$ cat config.mk
export PLATFORM = sky130hd
export DESIGN_NAME = c_subset_tokenizer_flat
export DESIGN_NICKNAME = d
export VERILOG_FILES = /design/src/design/cst_pkg.sv /design/src/design/cst_in_if.sv /design/src/design/cst_out_if.sv /design/src/design/cst_scan.sv /design/src/design/cst_queue.sv /design/src/design/cst_emit.sv /design/src/design/c_subset_tokenizer.sv /design/src/flat_wrapper.sv
export VERILOG_INCLUDE_DIRS = /design/src /design/src/design
export SDC_FILE = /design/constraint.sdc
export NUM_CORES = 1
export LEC_CHECK = 0
export BUFFER_PORTS_ARGS = -buffer_cell sky130_fd_sc_hd__buf_2
export CORE_MARGIN = 3
export CORE_UTILIZATION = 55
export CTS_CLUSTER_SIZE = 8
export DETAILED_ROUTE_END_ITERATION = 7
export GPL_TIMING_DRIVEN = 1
export HOLD_SLACK_MARGIN = 0.1
export PLACE_DENSITY = 0.75
export SYNTH_ARGS = -nofsm -noshare
export SYNTH_HDL_FRONTEND = slang
export SYNTH_SLANG_ARGS = --single-unit
$ cat constraint.sdc
create_clock -name clk -period 5.7 [get_ports clk]
set_input_delay 0.57 -clock clk [delete_from_list [all_inputs] [get_ports clk]]
set_output_delay 0.57 -clock clk [all_outputs]
set_load 0.01 [all_outputs]
$ cat src/design/c_subset_tokenizer_assert.svh
// Assertion macros used by the tokenizer's queue module.
`ifndef C_SUBSET_TOKENIZER_ASSERT_SVH
`define C_SUBSET_TOKENIZER_ASSERT_SVH

`ifndef SYNTHESIS

`define CST_ASSERT_IMPLY(name, clk, rst_n, ante, cons) \
  name: assert property (@(posedge clk) disable iff (!rst_n) (ante) |-> (cons)) \
    else $error("tokenizer assertion failed");

`define CST_ASSERT_NEXT(name, clk, rst_n, ante, cons) \
  name: assert property (@(posedge clk) disable iff (!rst_n) (ante) |=> (cons)) \
    else $error("tokenizer assertion failed");

`else

`define CST_ASSERT_IMPLY(name, clk, rst_n, ante, cons)

`define CST_ASSERT_NEXT(name, clk, rst_n, ante, cons)

`endif

`endif

$ cat src/design/cst_pkg.sv
`timescale 1ns / 1ps

package cst_pkg;

  localparam int LINE_BITS   = 16;
  localparam int OFFSET_BITS = 32;
  localparam int LENGTH_BITS = 16;
  localparam int FIFO_DEPTH  = 4;
  localparam int PTR_BITS    = $clog2(FIFO_DEPTH);
  localparam int CNT_BITS    = $clog2(FIFO_DEPTH + 1);
  localparam int PREFIX_CHARS = 5;
  localparam int PREFIX_BITS  = 8 * PREFIX_CHARS;

  localparam logic [LINE_BITS-1:0]   LINE_MAX   = '1;
  localparam logic [OFFSET_BITS-1:0] OFFSET_MAX = '1;
  localparam logic [LENGTH_BITS-1:0] LENGTH_MAX = '1;

  localparam logic [7:0] CH_NL    = 8'h0A;
  localparam logic [7:0] CH_QUOTE = 8'h27;
  localparam logic [7:0] CH_EQ    = 8'h3D;
  localparam logic [7:0] CH_BANG  = 8'h21;
  localparam logic [7:0] CH_LT    = 8'h3C;
  localparam logic [7:0] CH_GT    = 8'h3E;
  localparam logic [7:0] CH_SLASH = 8'h2F;
  localparam logic [7:0] CH_STAR  = 8'h2A;
  localparam logic [7:0] CH_UNDER = 8'h5F;
  localparam logic [7:0] CH_PLUS  = 8'h2B;
  localparam logic [7:0] CH_MINUS = 8'h2D;
  localparam logic [7:0] CH_SEMI  = 8'h3B;
  localparam logic [7:0] CH_LPAR  = 8'h28;
  localparam logic [7:0] CH_RPAR  = 8'h29;
  localparam logic [7:0] CH_LBRC  = 8'h7B;
  localparam logic [7:0] CH_RBRC  = 8'h7D;

  // keyword text packed with the first character in the low byte
  localparam logic [PREFIX_BITS-1:0] KW_INT   = 40'h0000746E69;
  localparam logic [PREFIX_BITS-1:0] KW_CHAR  = 40'h0072616863;
  localparam logic [PREFIX_BITS-1:0] KW_IF    = 40'h0000006669;
  localparam logic [PREFIX_BITS-1:0] KW_ELSE  = 40'h0065736C65;
  localparam logic [PREFIX_BITS-1:0] KW_WHILE = 40'h656C696877;

  typedef enum logic [3:0] {
    M_IDLE, M_IDENT, M_NUM, M_Q1, M_Q2, M_REL, M_SLASH, M_LCOM, M_BCOM, M_BSTAR
  } mode_t;

  typedef enum logic [4:0] {
    K_ID, K_NUM, K_INT, K_CHAR, K_IF, K_ELSE, K_WHILE, K_PLUS, K_MINUS, K_MULT, K_DIV,
    K_ASSIGN, K_SEMI, K_CLIT, K_LP, K_RP, K_LB, K_RB, K_REL, K_END, K_ERR
  } kind_t;

  typedef enum logic [2:0] {
    R_NONE, R_LT, R_GT, R_LE, R_GE, R_EQ, R_NE, R_BANG
  } rel_t;

  typedef enum logic [1:0] {
    P_ASSIGN, P_BANG, P_LT, P_GT
  } pend_t;

  typedef struct packed {
    kind_t                  kind;
    rel_t                   rel;
    logic [LINE_BITS-1:0]   line;
    logic [OFFSET_BITS-1:0] start;
    logic [LENGTH_BITS-1:0] len;
  } tok_t;

  typedef struct packed {
    logic v0;
    logic v1;
    tok_t tok0;
    tok_t tok1;
  } bundle_t;

  function automatic logic is_alpha(input logic [7:0] c);
    return (c >= 8'h61 && c <= 8'h7A) || (c >= 8'h41 && c <= 8'h5A);
  endfunction

  function automatic logic is_digit(input logic [7:0] c);
    return c >= 8'h30 && c <= 8'h39;
  endfunction

  function automatic logic is_space(input logic [7:0] c);
    return c == 8'h20 || (c >= 8'h09 && c <= 8'h0D);
  endfunction

  function automatic kind_t kw_kind(input logic [PREFIX_BITS-1:0] p,
                                    input logic [LENGTH_BITS-1:0] n);
    kind_t k;
    k = K_ID;
    if (n == LENGTH_BITS'(3) && p == KW_INT) k = K_INT;
    if (n == LENGTH_BITS'(4) && p == KW_CHAR) k = K_CHAR;
    if (n == LENGTH_BITS'(2) && p == KW_IF) k = K_IF;
    if (n == LENGTH_BITS'(4) && p == KW_ELSE) k = K_ELSE;
    if (n == LENGTH_BITS'(5) && p == KW_WHILE) k = K_WHILE;
    return k;
  endfunction

  function automatic kind_t single_kind(input logic [7:0] c);
    kind_t k;
    unique case (c)
      CH_PLUS:  k = K_PLUS;
      CH_MINUS: k = K_MINUS;
      CH_STAR:  k = K_MULT;
      CH_SEMI:  k = K_SEMI;
      CH_LPAR:  k = K_LP;
      CH_RPAR:  k = K_RP;
      CH_LBRC:  k = K_LB;
      CH_RBRC:  k = K_RB;
      default:  k = K_ERR;
    endcase
    return k;
  endfunction

  function automatic kind_t op_kind(input pend_t p);
    return (p == P_ASSIGN) ? K_ASSIGN : K_REL;
  endfunction

  function automatic rel_t op_rel(input pend_t p);
    rel_t r;
    unique case (p)
      P_ASSIGN: r = R_NONE;
      P_BANG:   r = R_BANG;
      P_LT:     r = R_LT;
      P_GT:     r = R_GT;
      default:  r = R_NONE;
    endcase
    return r;
  endfunction

  function automatic rel_t pair_rel(input pend_t p);
    rel_t r;
    unique case (p)
      P_ASSIGN: r = R_EQ;
      P_BANG:   r = R_NE;
      P_LT:     r = R_LE;
      P_GT:     r = R_GE;
      default:  r = R_EQ;
    endcase
    return r;
  endfunction

endpackage

$ cat src/design/cst_in_if.sv
`timescale 1ns / 1ps

interface cst_in_if;
  logic       valid;
  logic       ready;
  logic [7:0] in_byte;
  logic       end_of_input;

  modport source (output valid, output in_byte, output end_of_input, input ready);
  modport sink (input valid, input in_byte, input end_of_input, output ready);
endinterface

$ cat src/design/cst_out_if.sv
`timescale 1ns / 1ps

interface cst_out_if;
  logic                            valid;
  logic                            ready;
  logic [4:0]                      token_kind;
  logic [2:0]                      relation_code;
  logic [cst_pkg::LINE_BITS-1:0]   token_line;
  logic [cst_pkg::OFFSET_BITS-1:0] start_offset;
  logic [cst_pkg::LENGTH_BITS-1:0] lexeme_length;
  logic                            last_of_run;

  modport source (output valid, output token_kind, output relation_code,
                  output token_line, output start_offset, output lexeme_length,
                  output last_of_run, input ready);
  modport sink (input valid, input token_kind, input relation_code,
                input token_line, input start_offset, input lexeme_length,
                input last_of_run, output ready);
endinterface

$ cat src/design/cst_scan.sv
`timescale 1ns / 1ps

module cst_scan import cst_pkg::*; (
  input  logic      clk,
  input  logic      rst_n,
  cst_in_if.sink    in_chan,
  input  logic      full,
  output logic      push,
  output bundle_t   push_data
);

  mode_t                   mode_r, mode_nxt;
  logic [LINE_BITS-1:0]    line_r, line_nxt;
  logic [OFFSET_BITS-1:0]  pos_r, pos_nxt;
  logic [OFFSET_BITS-1:0]  start_r, start_nxt;
  logic [LENGTH_BITS-1:0]  len_r, len_nxt;
  logic [PREFIX_BITS-1:0]  prefix_r, prefix_nxt;
  pend_t                   pend_r, pend_nxt;

  logic [7:0]             c;
  logic                   accept, eoi;
  logic                   c_alpha, c_digit, c_space, c_word, c_nl, c_quote;
  logic                   c_relch, c_slash, c_star, c_eq;
  logic                   rescan, idle_emits;
  logic [LINE_BITS-1:0]   line_inc;
  logic [LENGTH_BITS-1:0] len_inc;
  logic [OFFSET_BITS-1:0] pos_inc;
  logic [PREFIX_BITS-1:0] prefix_add;
  pend_t                  pend_of_c;
  tok_t                   tok_a, tok_b;
  logic                   va, vb;

  assign c       = in_chan.in_byte;
  assign accept  = in_chan.valid & in_chan.ready;
  assign eoi     = in_chan.end_of_input;
  assign in_chan.ready = ~full;

  assign c_alpha = is_alpha(c);
  assign c_digit = is_digit(c);
  assign c_space = is_space(c);
  assign c_word  = c_alpha | c_digit | (c == CH_UNDER);
  assign c_nl    = (c == CH_NL);
  assign c_quote = (c == CH_QUOTE);
  assign c_eq    = (c == CH_EQ);
  assign c_slash = (c == CH_SLASH);
  assign c_star  = (c == CH_STAR);
  assign c_relch = c_eq | (c == CH_BANG) | (c == CH_LT) | (c == CH_GT);

  assign line_inc = (line_r != LINE_MAX) ? line_r + 1'b1 : line_r;
  assign len_inc  = (len_r != LENGTH_MAX) ? len_r + 1'b1 : len_r;
  assign pos_inc  = (pos_r != OFFSET_MAX) ? pos_r + 1'b1 : pos_r;

  assign rescan = (mode_r == M_IDLE) ||
                  (mode_r == M_IDENT && !c_word) ||
                  (mode_r == M_NUM && !c_digit) ||
                  (mode_r == M_Q2 && !c_quote) ||
                  (mode_r == M_REL && !c_eq) ||
                  (mode_r == M_SLASH && !c_slash && !c_star);

  assign idle_emits = !c_space && !c_alpha && !c_digit && !c_quote && !c_relch && !c_slash;

  always_comb begin
    unique case (c)
      CH_EQ:   pend_of_c = P_ASSIGN;
      CH_BANG: pend_of_c = P_BANG;
      CH_LT:   pend_of_c = P_LT;
      default: pend_of_c = P_GT;
    endcase
  end

  always_comb begin
    prefix_add = prefix_r;
    for (int i = 0; i < PREFIX_CHARS; i++) begin
      if (len_r == LENGTH_BITS'(i)) prefix_add[8*i +: 8] = c;
    end
  end

  always_comb begin
    mode_nxt   = mode_r;
    line_nxt   = line_r;
    pos_nxt    = pos_r;
    start_nxt  = start_r;
    len_nxt    = len_r;
    prefix_nxt = prefix_r;
    pend_nxt   = pend_r;
    if (accept) begin
      if (eoi) begin
        mode_nxt   = M_IDLE;
        line_nxt   = LINE_BITS'(1);
        pos_nxt    = '0;
        start_nxt  = '0;
        len_nxt    = '0;
        prefix_nxt = '0;
        pend_nxt   = P_ASSIGN;
      end else begin
        pos_nxt = pos_inc;
        unique case (mode_r)
          M_IDENT: if (c_word) begin
            prefix_nxt = prefix_add;
            len_nxt    = len_inc;
          end
          M_NUM: if (c_digit) len_nxt = len_inc;
          M_Q1: begin
            len_nxt  = LENGTH_BITS'(2);
            mode_nxt = M_Q2;
          end
          M_Q2: if (c_quote) mode_nxt = M_IDLE;
          M_REL: if (c_eq) mode_nxt = M_IDLE;
          M_SLASH: begin
            if (c_slash) mode_nxt = M_LCOM;
            else if (c_star) mode_nxt = M_BCOM;
          end
          M_LCOM: if (c_nl) begin
            line_nxt = line_inc;
            mode_nxt = M_IDLE;
          end
          M_BCOM: begin
            if (c_star) mode_nxt = M_BSTAR;
            else if (c_nl) line_nxt = line_inc;
          end
          M_BSTAR: begin
            if (c_slash) mode_nxt = M_IDLE;
            else if (!c_star) begin
              if (c_nl) line_nxt = line_inc;
              mode_nxt = M_BCOM;
            end
          end
          default: ;
        endcase
        if (rescan) begin
          mode_nxt   = M_IDLE;
          start_nxt  = pos_r;
          len_nxt    = LENGTH_BITS'(1);
          prefix_nxt = '0;
          if (c_space) begin
            if (c_nl) line_nxt = line_inc;
          end else if (c_alpha) begin
            mode_nxt   = M_IDENT;
            prefix_nxt = PREFIX_BITS'(c);
          end else if (c_digit) begin
            mode_nxt = M_NUM;
          end else if (c_quote) begin
            mode_nxt = M_Q1;
          end else if (c_relch) begin
            mode_nxt = M_REL;
            pend_nxt = pend_of_c;
          end else if (c_slash) begin
            mode_nxt = M_SLASH;
          end
        end
      end
    end
  end

  always_comb begin
    va    = 1'b0;
    vb    = 1'b0;
    tok_a = '{kind: K_ERR, rel: R_NONE, line: line_r, start: start_r, len: len_r};
    tok_b = '{kind: single_kind(c), rel: R_NONE, line: line_r, start: pos_r,
              len: LENGTH_BITS'(1)};
    if (eoi) begin
      unique case (mode_r)
        M_IDENT: begin
          va         = 1'b1;
          tok_a.kind = kw_kind(prefix_r, len_r);
        end
        M_NUM: begin
          va         = 1'b1;
          tok_a.kind = K_NUM;
        end
        M_Q1: begin
          va        = 1'b1;
          tok_a.len = LENGTH_BITS'(1);
        end
        M_Q2: begin
          va        = 1'b1;
          tok_a.len = LENGTH_BITS'(2);
        end
        M_REL: begin
          va         = 1'b1;
          tok_a.kind = op_kind(pend_r);
          tok_a.rel  = op_rel(pend_r);
          tok_a.len  = LENGTH_BITS'(1);
        end
        M_SLASH: begin
          va         = 1'b1;
          tok_a.kind = K_DIV;
          tok_a.len  = LENGTH_BITS'(1);
        end
        default: ;
      endcase
      vb         = 1'b1;
      tok_b.kind = K_END;
      tok_b.len  = '0;
      tok_b.line = (mode_r == M_LCOM) ? line_inc : line_r;
    end else begin
      unique case (mode_r)
        M_IDENT: if (!c_word) begin
          va         = 1'b1;
          tok_a.kind = kw_kind(prefix_r, len_r);
        end
        M_NUM: if (!c_digit) begin
          va         = 1'b1;
          tok_a.kind = K_NUM;
        end
        M_Q2: begin
          va = 1'b1;
          if (c_quote) begin
            tok_a.kind = K_CLIT;
            tok_a.len  = LENGTH_BITS'(3);
          end else begin
            tok_a.len = LENGTH_BITS'(2);
          end
        end
        M_REL: begin
          va         = 1'b1;
          tok_a.kind = c_eq ? K_REL : op_kind(pend_r);
          tok_a.rel  = c_eq ? pair_rel(pend_r) : op_rel(pend_r);
          tok_a.len  = c_eq ? LENGTH_BITS'(2) : LENGTH_BITS'(1);
        end
        M_SLASH: if (!c_slash && !c_star) begin
          va         = 1'b1;
          tok_a.kind = K_DIV;
          tok_a.len  = LENGTH_BITS'(1);
        end
        default: ;
      endcase
      vb = rescan & idle_emits;
    end
  end

  assign push           = accept & (va | vb);
  assign push_data.v0   = va;
  assign push_data.v1   = vb;
  assign push_data.tok0 = tok_a;
  assign push_data.tok1 = tok_b;

  always_ff @(posedge clk) begin
    if (!rst_n) begin
      mode_r   <= M_IDLE;
      line_r   <= LINE_BITS'(1);
      pos_r    <= '0;
      start_r  <= '0;
      len_r    <= '0;
      prefix_r <= '0;
      pend_r   <= P_ASSIGN;
    end else begin
      mode_r   <= mode_nxt;
      line_r   <= line_nxt;
      pos_r    <= pos_nxt;
      start_r  <= start_nxt;
      len_r    <= len_nxt;
      prefix_r <= prefix_nxt;
      pend_r   <= pend_nxt;
    end
  end

endmodule

$ cat src/design/cst_queue.sv
`timescale 1ns / 1ps
`include "c_subset_tokenizer_assert.svh"

module cst_queue import cst_pkg::*; (
  input  logic    clk,
  input  logic    rst_n,
  input  logic    push,
  input  bundle_t push_data,
  output logic    full,
  input  logic    pop,
  output bundle_t pop_data,
  output logic    empty
);

  bundle_t             mem_r [FIFO_DEPTH];
  logic [PTR_BITS-1:0] wr_ptr_r, wr_ptr_nxt;
  logic [PTR_BITS-1:0] rd_ptr_r, rd_ptr_nxt;
  logic [CNT_BITS-1:0] cnt_r, cnt_nxt;
  logic                push_ok, pop_ok;

  assign full     = (cnt_r == CNT_BITS'(FIFO_DEPTH));
  assign empty    = (cnt_r == '0);
  assign push_ok  = push & ~full;
  assign pop_ok   = pop & ~empty;
  assign pop_data = mem_r[rd_ptr_r];

  always_comb begin
    wr_ptr_nxt = push_ok ? wr_ptr_r + 1'b1 : wr_ptr_r;
    rd_ptr_nxt = pop_ok ? rd_ptr_r + 1'b1 : rd_ptr_r;
    cnt_nxt    = cnt_r;
    if (push_ok && !pop_ok) cnt_nxt = cnt_r + 1'b1;
    else if (pop_ok && !push_ok) cnt_nxt = cnt_r - 1'b1;
  end

  always_ff @(posedge clk) begin
    if (push_ok) mem_r[wr_ptr_r] <= push_data;
  end

  always_ff @(posedge clk) begin
    if (!rst_n) begin
      wr_ptr_r <= '0;
      rd_ptr_r <= '0;
      cnt_r    <= '0;
    end else begin
      wr_ptr_r <= wr_ptr_nxt;
      rd_ptr_r <= rd_ptr_nxt;
      cnt_r    <= cnt_nxt;
    end
  end

  `CST_ASSERT_IMPLY(a_cnt_bound, clk, rst_n, 1'b1, cnt_r <= CNT_BITS'(FIFO_DEPTH))
  `CST_ASSERT_NEXT(a_push_grows, clk, rst_n, push_ok && !pop_ok, cnt_r == $past(cnt_r) + 1'b1)
  `CST_ASSERT_NEXT(a_held_data, clk, rst_n, !empty && !pop_ok, !empty)
  `CST_ASSERT_IMPLY(a_ptr_gap, clk, rst_n, cnt_r != CNT_BITS'(FIFO_DEPTH) && cnt_r != '0, wr_ptr_r != rd_ptr_r)

endmodule

$ cat src/design/cst_emit.sv
`timescale 1ns / 1ps

module cst_emit import cst_pkg::*; (
  input  logic     clk,
  input  logic     rst_n,
  output logic     pop,
  input  bundle_t  pop_data,
  input  logic     empty,
  cst_out_if.source out_chan
);

  bundle_t cur_r, cur_nxt;
  logic    v0_r, v0_nxt;
  logic    v1_r, v1_nxt;
  tok_t    shown;
  logic    xfer, last, done;

  assign shown = v0_r ? cur_r.tok0 : cur_r.tok1;
  assign last  = ~(v0_r & v1_r);
  assign xfer  = out_chan.valid & out_chan.ready;
  assign done  = ~(v0_r | v1_r) | (xfer & last);
  assign pop   = done & ~empty;

  assign out_chan.valid         = v0_r | v1_r;
  assign out_chan.token_kind    = 5'(shown.kind);
  assign out_chan.relation_code = 3'(shown.rel);
  assign out_chan.token_line    = shown.line;
  assign out_chan.start_offset  = shown.start;
  assign out_chan.lexeme_length = shown.len;
  assign out_chan.last_of_run   = last;

  always_comb begin
    cur_nxt = cur_r;
    v0_nxt  = v0_r;
    v1_nxt  = v1_r;
    if (pop) begin
      cur_nxt = pop_data;
      v0_nxt  = pop_data.v0;
      v1_nxt  = pop_data.v1;
    end else if (done) begin
      v0_nxt = 1'b0;
      v1_nxt = 1'b0;
    end else if (xfer) begin
      v0_nxt = 1'b0;
    end
  end

  always_ff @(posedge clk) begin
    cur_r <= cur_nxt;
  end

  always_ff @(posedge clk) begin
    if (!rst_n) begin
      v0_r <= 1'b0;
      v1_r <= 1'b0;
    end else begin
      v0_r <= v0_nxt;
      v1_r <= v1_nxt;
    end
  end

endmodule

$ cat src/design/c_subset_tokenizer.sv
// Streaming tokenizer for a small C subset.
// in_chan carries one source byte per transfer; a transfer with end_of_input
// set closes the text, flushes any open token and adds an end token.
// out_chan carries one token per transfer: kind, relation code, line,
// start offset and length; last_of_run marks the final token of a byte.
// Each input byte gives zero, one or two tokens.
// Throughput: one byte per cycle while the token queue has room; the output
// side moves one token per cycle while the receiver is ready, so a byte that
// yields two tokens holds the output for both and the queue absorbs the gap.
// A token that a byte completes is written into the queue, then loaded into
// the output stage before it is offered.
// A stalled receiver holds the current token; once the four-entry queue
// fills, in_chan.ready drops until room frees up.
// Reset (synchronous, active low) returns to line 1, offset 0 and clears
// the queue and the output stage. After an end token the scanner state is
// back at its reset values, so the next byte starts a fresh text.
`timescale 1ns / 1ps

module c_subset_tokenizer import cst_pkg::*; (
  input  logic      clk,
  input  logic      rst_n,
  cst_in_if.sink    in_chan,
  cst_out_if.source out_chan
);

  logic    push, full, pop, empty;
  bundle_t push_data, pop_data;

  cst_scan u_scan (
    .clk       (clk),
    .rst_n     (rst_n),
    .in_chan   (in_chan),
    .full      (full),
    .push      (push),
    .push_data (push_data)
  );

  cst_queue u_queue (
    .clk       (clk),
    .rst_n     (rst_n),
    .push      (push),
    .push_data (push_data),
    .full      (full),
    .pop       (pop),
    .pop_data  (pop_data),
    .empty     (empty)
  );

  cst_emit u_emit (
    .clk      (clk),
    .rst_n    (rst_n),
    .pop      (pop),
    .pop_data (pop_data),
    .empty    (empty),
    .out_chan (out_chan)
  );

endmodule
$ cat src/flat_wrapper.sv
// flat-port wrapper written by rule: the top's interface ports become plain ports
module c_subset_tokenizer_flat import cst_pkg::*;
  (clk, rst_n, in_chan_valid, in_chan_in_byte, in_chan_end_of_input, in_chan_ready, out_chan_valid, out_chan_token_kind, out_chan_relation_code, out_chan_token_line, out_chan_start_offset, out_chan_lexeme_length, out_chan_last_of_run, out_chan_ready);
  cst_in_if in_chan_i ();
  cst_out_if out_chan_i ();
  input  logic clk;
  input  logic rst_n;
  input wire logic [$bits(in_chan_i.valid)-1:0] in_chan_valid;
  input wire logic [$bits(in_chan_i.in_byte)-1:0] in_chan_in_byte;
  input wire logic [$bits(in_chan_i.end_of_input)-1:0] in_chan_end_of_input;
  output wire logic [$bits(in_chan_i.ready)-1:0] in_chan_ready;
  output wire logic [$bits(out_chan_i.valid)-1:0] out_chan_valid;
  output wire logic [$bits(out_chan_i.token_kind)-1:0] out_chan_token_kind;
  output wire logic [$bits(out_chan_i.relation_code)-1:0] out_chan_relation_code;
  output wire logic [$bits(out_chan_i.token_line)-1:0] out_chan_token_line;
  output wire logic [$bits(out_chan_i.start_offset)-1:0] out_chan_start_offset;
  output wire logic [$bits(out_chan_i.lexeme_length)-1:0] out_chan_lexeme_length;
  output wire logic [$bits(out_chan_i.last_of_run)-1:0] out_chan_last_of_run;
  input wire logic [$bits(out_chan_i.ready)-1:0] out_chan_ready;
  assign in_chan_i.valid = in_chan_valid;
  assign in_chan_i.in_byte = in_chan_in_byte;
  assign in_chan_i.end_of_input = in_chan_end_of_input;
  assign in_chan_ready = in_chan_i.ready;
  assign out_chan_valid = out_chan_i.valid;
  assign out_chan_token_kind = out_chan_i.token_kind;
  assign out_chan_relation_code = out_chan_i.relation_code;
  assign out_chan_token_line = out_chan_i.token_line;
  assign out_chan_start_offset = out_chan_i.start_offset;
  assign out_chan_lexeme_length = out_chan_i.lexeme_length;
  assign out_chan_last_of_run = out_chan_i.last_of_run;
  assign out_chan_i.ready = out_chan_ready;
  c_subset_tokenizer u_core (.clk(clk), .rst_n(rst_n), .in_chan(in_chan_i), .out_chan(out_chan_i));
endmodule
# [Word-level counts from Yosys, hierarchy flattened]
# Memories as Yosys holds them, arrays and structs flattened. A register that Yosys moved wholly into a read port is not among the register bits.
# Index checks and enable logic that the tools add are counted.
[op_classes] muxes=104 reduce_logical=73 addsub=7 magnitude_cmp=8 eq_ne=55 n_bitwise=21
[ops] op="16-bit 2-to-1 mux" n=17
[ops] op="40-bit 2-to-1 mux" n=4
[ops] op="16-bit one-hot mux with 3 select lines" n=3
[ops] op="32-bit 2-to-1 mux" n=4
[ops] op="8-bit by 6-bit == test with 1-bit output, second input constant" n=13
[ops] op="40-bit by 31-bit == test with 1-bit output, second input constant" n=2
[ops] op="72-bit 2-to-1 mux" n=1
[ops] op="8-bit 2-to-1 mux" n=8
[ops] op="5-bit 2-to-1 mux" n=11
[ops] op="40-bit by 15-bit == test with 1-bit output, second input constant" n=1
[ops] op="40-bit by 23-bit == test with 1-bit output, second input constant" n=1
[ops] op="40-bit by 39-bit == test with 1-bit output, second input constant" n=1
[ops] op="4-bit 2-to-1 mux" n=10
[ops] op="5-bit one-hot mux with 8 select lines" n=1
[ops] op="3-bit 2-to-1 mux" n=11
[ops] op="16-bit by 1-bit adder with 16-bit output, second input constant" n=2
[ops] op="32-bit by 1-bit adder with 32-bit output, second input constant" n=1
[ops] op="16-bit by 2-bit == test with 1-bit output, second input constant" n=2
[ops] op="16-bit by 3-bit == test with 1-bit output, second input constant" n=2
[ops] op="16-bit != test, second input constant" n=2
[ops] op="32-bit != test, second input constant" n=1
[ops] op="16-bit one-hot mux with 2 select lines" n=1
[ops] op="4-bit one-hot mux with 7 select lines" n=1
[ops] op="5-bit one-hot mux with 5 select lines" n=1
[ops] op="49 further kinds" n=167
[totals] regBits=295 in_bits=13 out_inout_bits=75 elab_cells=295 memories=1 ramBits=512
[memory_table] memory="u_core.u_queue.mem_r" words=4 width=128 read_ports=1 rd_clocked_by_memory_dff=1 write_ports=1 line="cst_queue.sv:15" text="bundle_t mem_r [FIFO_DEPTH];"

# [Longest topological paths before layout]
[logic_depth] depth_word=21 depth_mapped=14 depth_no_buf=11

# [Hierarchy]
# From an unflattened synthesis, not the netlist that was laid out.
[unflattened] hier_cells=2134 hier_area_um2=35585.4
[modules_own_cells] mod="cst_queue" n_inst=1 area_per_inst_um2=21548.2 cells_each=810 seq_area_each_um2=17717.0
[modules_own_cells] mod="cst_scan" n_inst=1 area_per_inst_um2=8426.8 cells_each=1085 seq_area_each_um2=2842.7
[modules_own_cells] mod="cst_emit" n_inst=1 area_per_inst_um2=5610.4 cells_each=239 seq_area_each_um2=4364.2

# [Worst setup path before layout]
# OpenSTA, ideal clock, no wires.
[synth_path] kind="in2reg" startpoint="input in_chan_in_byte[2]" endpoint="memory u_core.u_queue.mem_r[2][0] in the netlist's numbering, enable pin" n_path_buf=1 setup_ns=0.502 slack_ns=-0.170 required_ns=5.198 t_arrival_ns=5.368 path_stages=7 path_cell_list="clkbuf_1 > or4_1 > o221ai_1 > a21boi_0 > nand4_1 > a21oi_1 > and2_1"
[synth_via] elab_chain_cells=19 word_cells_on_any_way=66 cone_classes="order compare: 8; eq/ne: 9; mux: 8; bitwise: 9; reduce/logical: 32"
[synth_rtl] item="from (decl)" line="flat_wrapper.sv:9" text="input wire logic [$bits(in_chan_i.in_byte)-1:0] in_chan_in_byte;"
[synth_rtl] item="8-bit by 7-bit >= comparator with 1-bit output / 8-bit by 7-bit <= comparator with 1-bit output (equally long branches)" line="cst_pkg.sv:75" text="return (c >= 8'h61 && c <= 8'h7A) || (c >= 8'h41 && c <= 8'h5A);"
[synth_rtl] item="1-bit logical AND" line="cst_pkg.sv:75"
[synth_rtl] item="1-bit logical OR" line="cst_pkg.sv:75"
[synth_rtl] item="1-bit bitwise OR (2 in series)" line="cst_scan.sv:41" text="assign c_word = c_alpha | c_digit | (c == CH_UNDER);"
[synth_rtl] item="1-bit logical NOT"
[synth_rtl] item="1-bit logical AND" line="cst_scan.sv:54" text="(mode_r == M_IDENT && !c_word) ||"
[synth_rtl] item="1-bit logical OR" line="cst_scan.sv:53" text="assign rescan = (mode_r == M_IDLE) ||"
[synth_rtl] item="1-bit logical OR" line="cst_scan.sv:54"
[synth_rtl] item="[... 3 more ...]"
[synth_rtl] item="1-bit bitwise AND" line="cst_scan.sv:228" text="vb = rescan & idle_emits;"
[synth_rtl] item="1-bit 2-to-1 mux" line="cst_scan.sv:161" text="if (eoi) begin"
[synth_rtl] item="1-bit bitwise OR *" line="cst_scan.sv:232" text="assign push = accept & (va | vb);"
[synth_rtl] item="1-bit bitwise AND *" line="cst_scan.sv:232"
[synth_rtl] item="1-bit bitwise AND *" line="cst_queue.sv:23" text="assign push_ok = push & ~full;"
[synth_rtl] item="net u_core.u_queue.push_ok" line="cst_queue.sv:19" text="logic push_ok, pop_ok;"
[synth_rtl] item="1-bit 2-to-1 mux *" line="cst_queue.sv:36" text="if (push_ok) mem_r[wr_ptr_r] <= push_data;"
[synth_rtl] item="1-bit 2-to-1 mux (not written as such) *" line="cst_queue.sv:36"
[synth_rtl] item="to (decl)" line="cst_queue.sv:15"
# Mark *: on every way through the listed nets, which the timed path passes. The rest lies on a longest branch.

# [Worst setup path in the final report]
[layout_path] startpoint="register u_core.u_scan.mode_r[0]" endpoint="memory u_core.u_queue.mem_r[0][98] in the netlist's numbering, enable pin"
[layout_via] elab_chain_cells=14 word_cells_on_any_way=30 cone_classes="eq/ne: 6; mux: 6; bitwise: 4; reduce/logical: 14"
[layout_rtl] item="from (decl)" line="cst_scan.sv:12" text="mode_t mode_r, mode_nxt;"
[layout_rtl] item="from (signal assigned)" line="cst_scan.sv:248" text="mode_r <= mode_nxt;"
[layout_rtl] item="4-bit by 1-bit == test with 1-bit output" line="cst_scan.sv:54, cst_scan.sv:162, cst_scan.sv:197"
[layout_rtl] item="1-bit logical AND" line="cst_scan.sv:54"
[layout_rtl] item="1-bit logical OR" line="cst_scan.sv:53"
[layout_rtl] item="1-bit logical OR" line="cst_scan.sv:54"
[layout_rtl] item="1-bit logical OR" line="cst_scan.sv:55" text="(mode_r == M_NUM && !c_digit) ||"
[layout_rtl] item="1-bit logical OR" line="cst_scan.sv:56" text="(mode_r == M_Q2 && !c_quote) ||"
[layout_rtl] item="1-bit logical OR" line="cst_scan.sv:57" text="(mode_r == M_REL && !c_eq) ||"
[layout_rtl] item="1-bit bitwise AND" line="cst_scan.sv:228"
[layout_rtl] item="1-bit 2-to-1 mux" line="cst_scan.sv:161"
[layout_rtl] item="1-bit bitwise OR *" line="cst_scan.sv:232"
[layout_rtl] item="1-bit bitwise AND *" line="cst_scan.sv:232"
[layout_rtl] item="1-bit bitwise AND *" line="cst_queue.sv:23"
[layout_rtl] item="net u_core.u_queue.push_ok" line="cst_queue.sv:19"
[layout_rtl] item="1-bit 2-to-1 mux *" line="cst_queue.sv:36"
[layout_rtl] item="1-bit 2-to-1 mux (not written as such) *" line="cst_queue.sv:36"
# Marked as above.

==> results.yml <==
outcome:
  outcome: "finished clean"
cells_and_area:
  syn_to_final_growth_pct: 14.40
  fin_util: 0.6391
  drive_gt1_frac: 0.2046
  nets: 2131
  num-fill-cells: 3881
  diodes: 0
  instances_no_fill: 2950
floorplan:
  rows: 87
  die_area_um2: 60410
  die_x_um: 245.8
  die_h_um: 245.8
  ioPinCount: 88
  core_um2: 56600
  initial_utilization: 0.5586
timing:
  fmaxAchievable_mhz: 222.2
  min_period_ns: 4.500
  finalHoldViolCount: 0
  period_share: 0.7895
  fin_worst_skew_ns: 0.01934
  rsz0062_at_grt: "no"
  worst_slew_pin_slew_ns: 1.154
  finalSetupViolCount: 0
  relSlewSlack: 0.2306
  setup_tns_ns: 0
  maxSlewViolCount: 0
clock_network:
  ctsHtreeMaxLevel: 3
  clk_latency_ns: 0.66
  clock_sinks: 791
  cts_setup_buffers: 0
  cts_hold_buf: 0
  numCtsBuffers: 109
  clk_pin_slew_ns: 0.05
  cts-resized-gates: 0
  cts_tree: "yes"
  clock_tree.buffer_depth: 3
  cts-root-buf: "clkbuf_16"
critical_path:
  cp.required_ns: 6.03
  worstPathArrival_ns: 4.83
  path_max_fanout: 48
  criticalPathCategory: "flip-flop to flip-flop"
  cp-start-kind: "flip-flop"
  regToRegSetupSlack_ns: 1.20
  end_kind: "flip-flop"
synthesis:
  yosys_warnings: 0
  synth_nets: 2010
  synthesis.area_um2: 31620
  synth_area_per_cell_um2: 15.97
  yosys_most_used_dff: "edfxtp_1"
  synth.distinct_cells: 82
  synth_area_leaders: "edfxtp_1 61%, dfxtp_1 9.7%, mux4_2 9.1%"
  async_flop_share: 0
  synth_top_area_cell: "edfxtp_1"
  synth-edff-count: 638
  ys_seq_area_frac: 0.7027
  yosys.area.top_type_share: 0.6059
  ys_ff_latch: 791
  synthCells: 1980
detailed_routing:
  drc: 0
  wl_per_cell_um: 23.50
  vias: 18130
  postRouteWirelength_mm: 69.33
  ant_nets: 0
  drt-vias-per-instance: 6.144
  drt_iter0_markers: 1725
  drt_first_pass_iters: 6
global_route:
  grt_overflow: 0
  grt_pass1_vias: 18510
  grt_max_degree: 84
  grt_pass1_wl_mm: 107.7
  grt_usage: 0.2333
  grt_antenna_before_repair: 1
placed_design:
  dp.cells: 2746
  place_congestion: 0.8719
  portBuffers: 87
  hpwlAfterDp_mm: 40.77
power:
  p_sw_uw: 4264
  power_density_nw_per_um2: 457.4
  power_frac_comb: 0.170
  p_leak_uw: 0.01209
  pwr-share-clk: 0.362
  internal_power_uw: 12280
  swShare: 0.2577
  peakVddDrop_uv: 303.4
  pwr-share-seq: 0.468
job:
  cap_violations: 0
min_path:
  hold_path_class: "primary input to flip-flop"
==> power groups by stage <==
stage / Clock [µW] / Combinational [µW] / Sequential (µW)
3_3_place_gp: 0 / 2810 / 7810
5_1_grt: 6340 / 3030 / 7830
6_report: 5980 / 2810 / 7750
4_1_cts: 6080 / 2870 / 7760
2_1_floorplan: 0 / 2080 / 7620
3_5_place_dp: 0 / 2850 / 7860
==> kinds of logic (layout without fill, tap and decap cells) <==
logic type,count (synthesis),in the layout,synth area share
multiplexers,220,220,0.1225
buffers and inverters,134,348,0.01646
XOR/XNOR,46,46,0.01274
adder cells (fa/ha/maj),17,17,0.006964
AO/OA/AOI/OAI,211,211,0.04713
AND/OR/NAND/NOR,561,561,0.09152
flip-flops,791,791,0.7027
==> Yosys cell counts, drive strengths merged, types with 8 or more instances <==
master	n
edfxtp	638
dfxtp	153
nand2	136
mux4	128
nor2	128
clkbuf	75
mux2	55
nand3	49
and2	43
mux2i	37
a21oi	36
nor3	36
o21ai	36
a22oi	35
nand4	33
and3	31
buf	31
inv	28
xor2	27
nor4	24
xnor2	19
ha	16
o22ai	15
a31oi	13
nor2b	13
a221o	10
o31ai	9
or4	9
and4	8
==> worst paths after layout <==
| kind | start | to | cells after the start |
|---|---|---|---|
| setup / recovery | u_core.u_scan.mode_r[0]$_SDFFE_PN0P_ | u_core.u_queue.mem_r[0][98]$_DFFE_PP_ | 7 |
| hold / removal | in_chan_in_byte[6] | u_core.u_scan.prefix_r[6]$_SDFFE_PN0P_ | 3 |
| setup reg to reg | u_core.u_scan.mode_r[0]$_SDFFE_PN0P_ | u_core.u_queue.mem_r[0][98]$_DFFE_PP_ | 7 |
| hold reg to reg | u_core.u_scan.prefix_r[15]$_SDFFE_PN0P_ | u_core.u_scan.prefix_r[15]$_SDFFE_PN0P_ | 2 |
==> sequential cells by signal, indices dropped and copies added, names as in the netlist, named ones only <==
name and cells:
u_core.u_scan.len_r 16, u_core.u_scan.line_r 16, u_core.u_queue.wr_ptr_r 2, u_core.u_emit.v1_r 1
u_core.u_queue.mem_r 512, u_core.u_queue.cnt_r 3, u_core.u_emit.cur_r 126, u_core.u_scan.mode_r 4
u_core.u_scan.pos_r 32, u_core.u_scan.pend_r 2, u_core.u_scan.prefix_r 40, u_core.u_emit.v0_r 1
u_core.u_scan.start_r 32, u_core.u_queue.rd_ptr_r 2
==> cell usage in the layout (no fill, tap or decap), types with 20 or more instances in the layout <==
cell type / n
edfxtp_1: 638
dfxtp_1: 150
nand2_1: 136
mux4_2: 128
nor2_1: 127
clkbuf_16: 110
buf_2: 87
clkbuf_1: 85
mux2_2: 55
nand3_1: 48
and2_1: 38
mux2i_1: 37
a21oi_1: 35
nor3_1: 35
a22oi_1: 35
o21ai_0: 34
nand4_1: 33
and3_1: 31
xor2_1: 27
inv_1: 25
nor4_1: 22
buf_4: 20
==> metal layers <==
metal,part of all wire,GRT usage
met1,0.41,0.3141
met2,0.50,0.3858
met3,0.061,0.03915
met4,0.025,0.08770
met5,0.00019,0
==> cell type report <==
class	instances	area, µm²	share of cell area
timing repair buffer	116	765.7	0.02117
clock buffer	196	3085	0.08529
tap	756	945.9	0.02615
clock inverter	8	127.6	0.003528
multi-input combinational	1055	8907	0.2462
sequential	791	22230	0.6146
inverter	28	110.1	0.003044
==> metrics by stage <==
| step | instance area, µm² | total power [µW] | hold WS (ns) | setup slack [ns] |
|---|---|---|---|---|
| global placement | 32960 | 10620 | 0.4116 | 1.365 |
| global route | 36170 | 17200 | 0.2982 | 0.9811 |
| detailed placement | 32960 | 10710 | 0.4299 | 1.179 |
| floorplan | 31630 | 9697 | 0.4045 | 1.232 |
| CTS | 36170 | 16710 | 0.2607 | 1.308 |
| finish | 36170 | 16550 | 0.2945 | 1.200 |
==> worst max-delay path, stage by stage (launching register included) <==
cell and delay [ns]:
dfxtp_1 0.77, nand4bb_1 0.40, a31oi_1 0.61, or3_1 0.35
nand4_1 0.13, a21oi_1 0.71, and2_4 0.79, buf_4 0.36
Power figures use the tool's default switching activity.
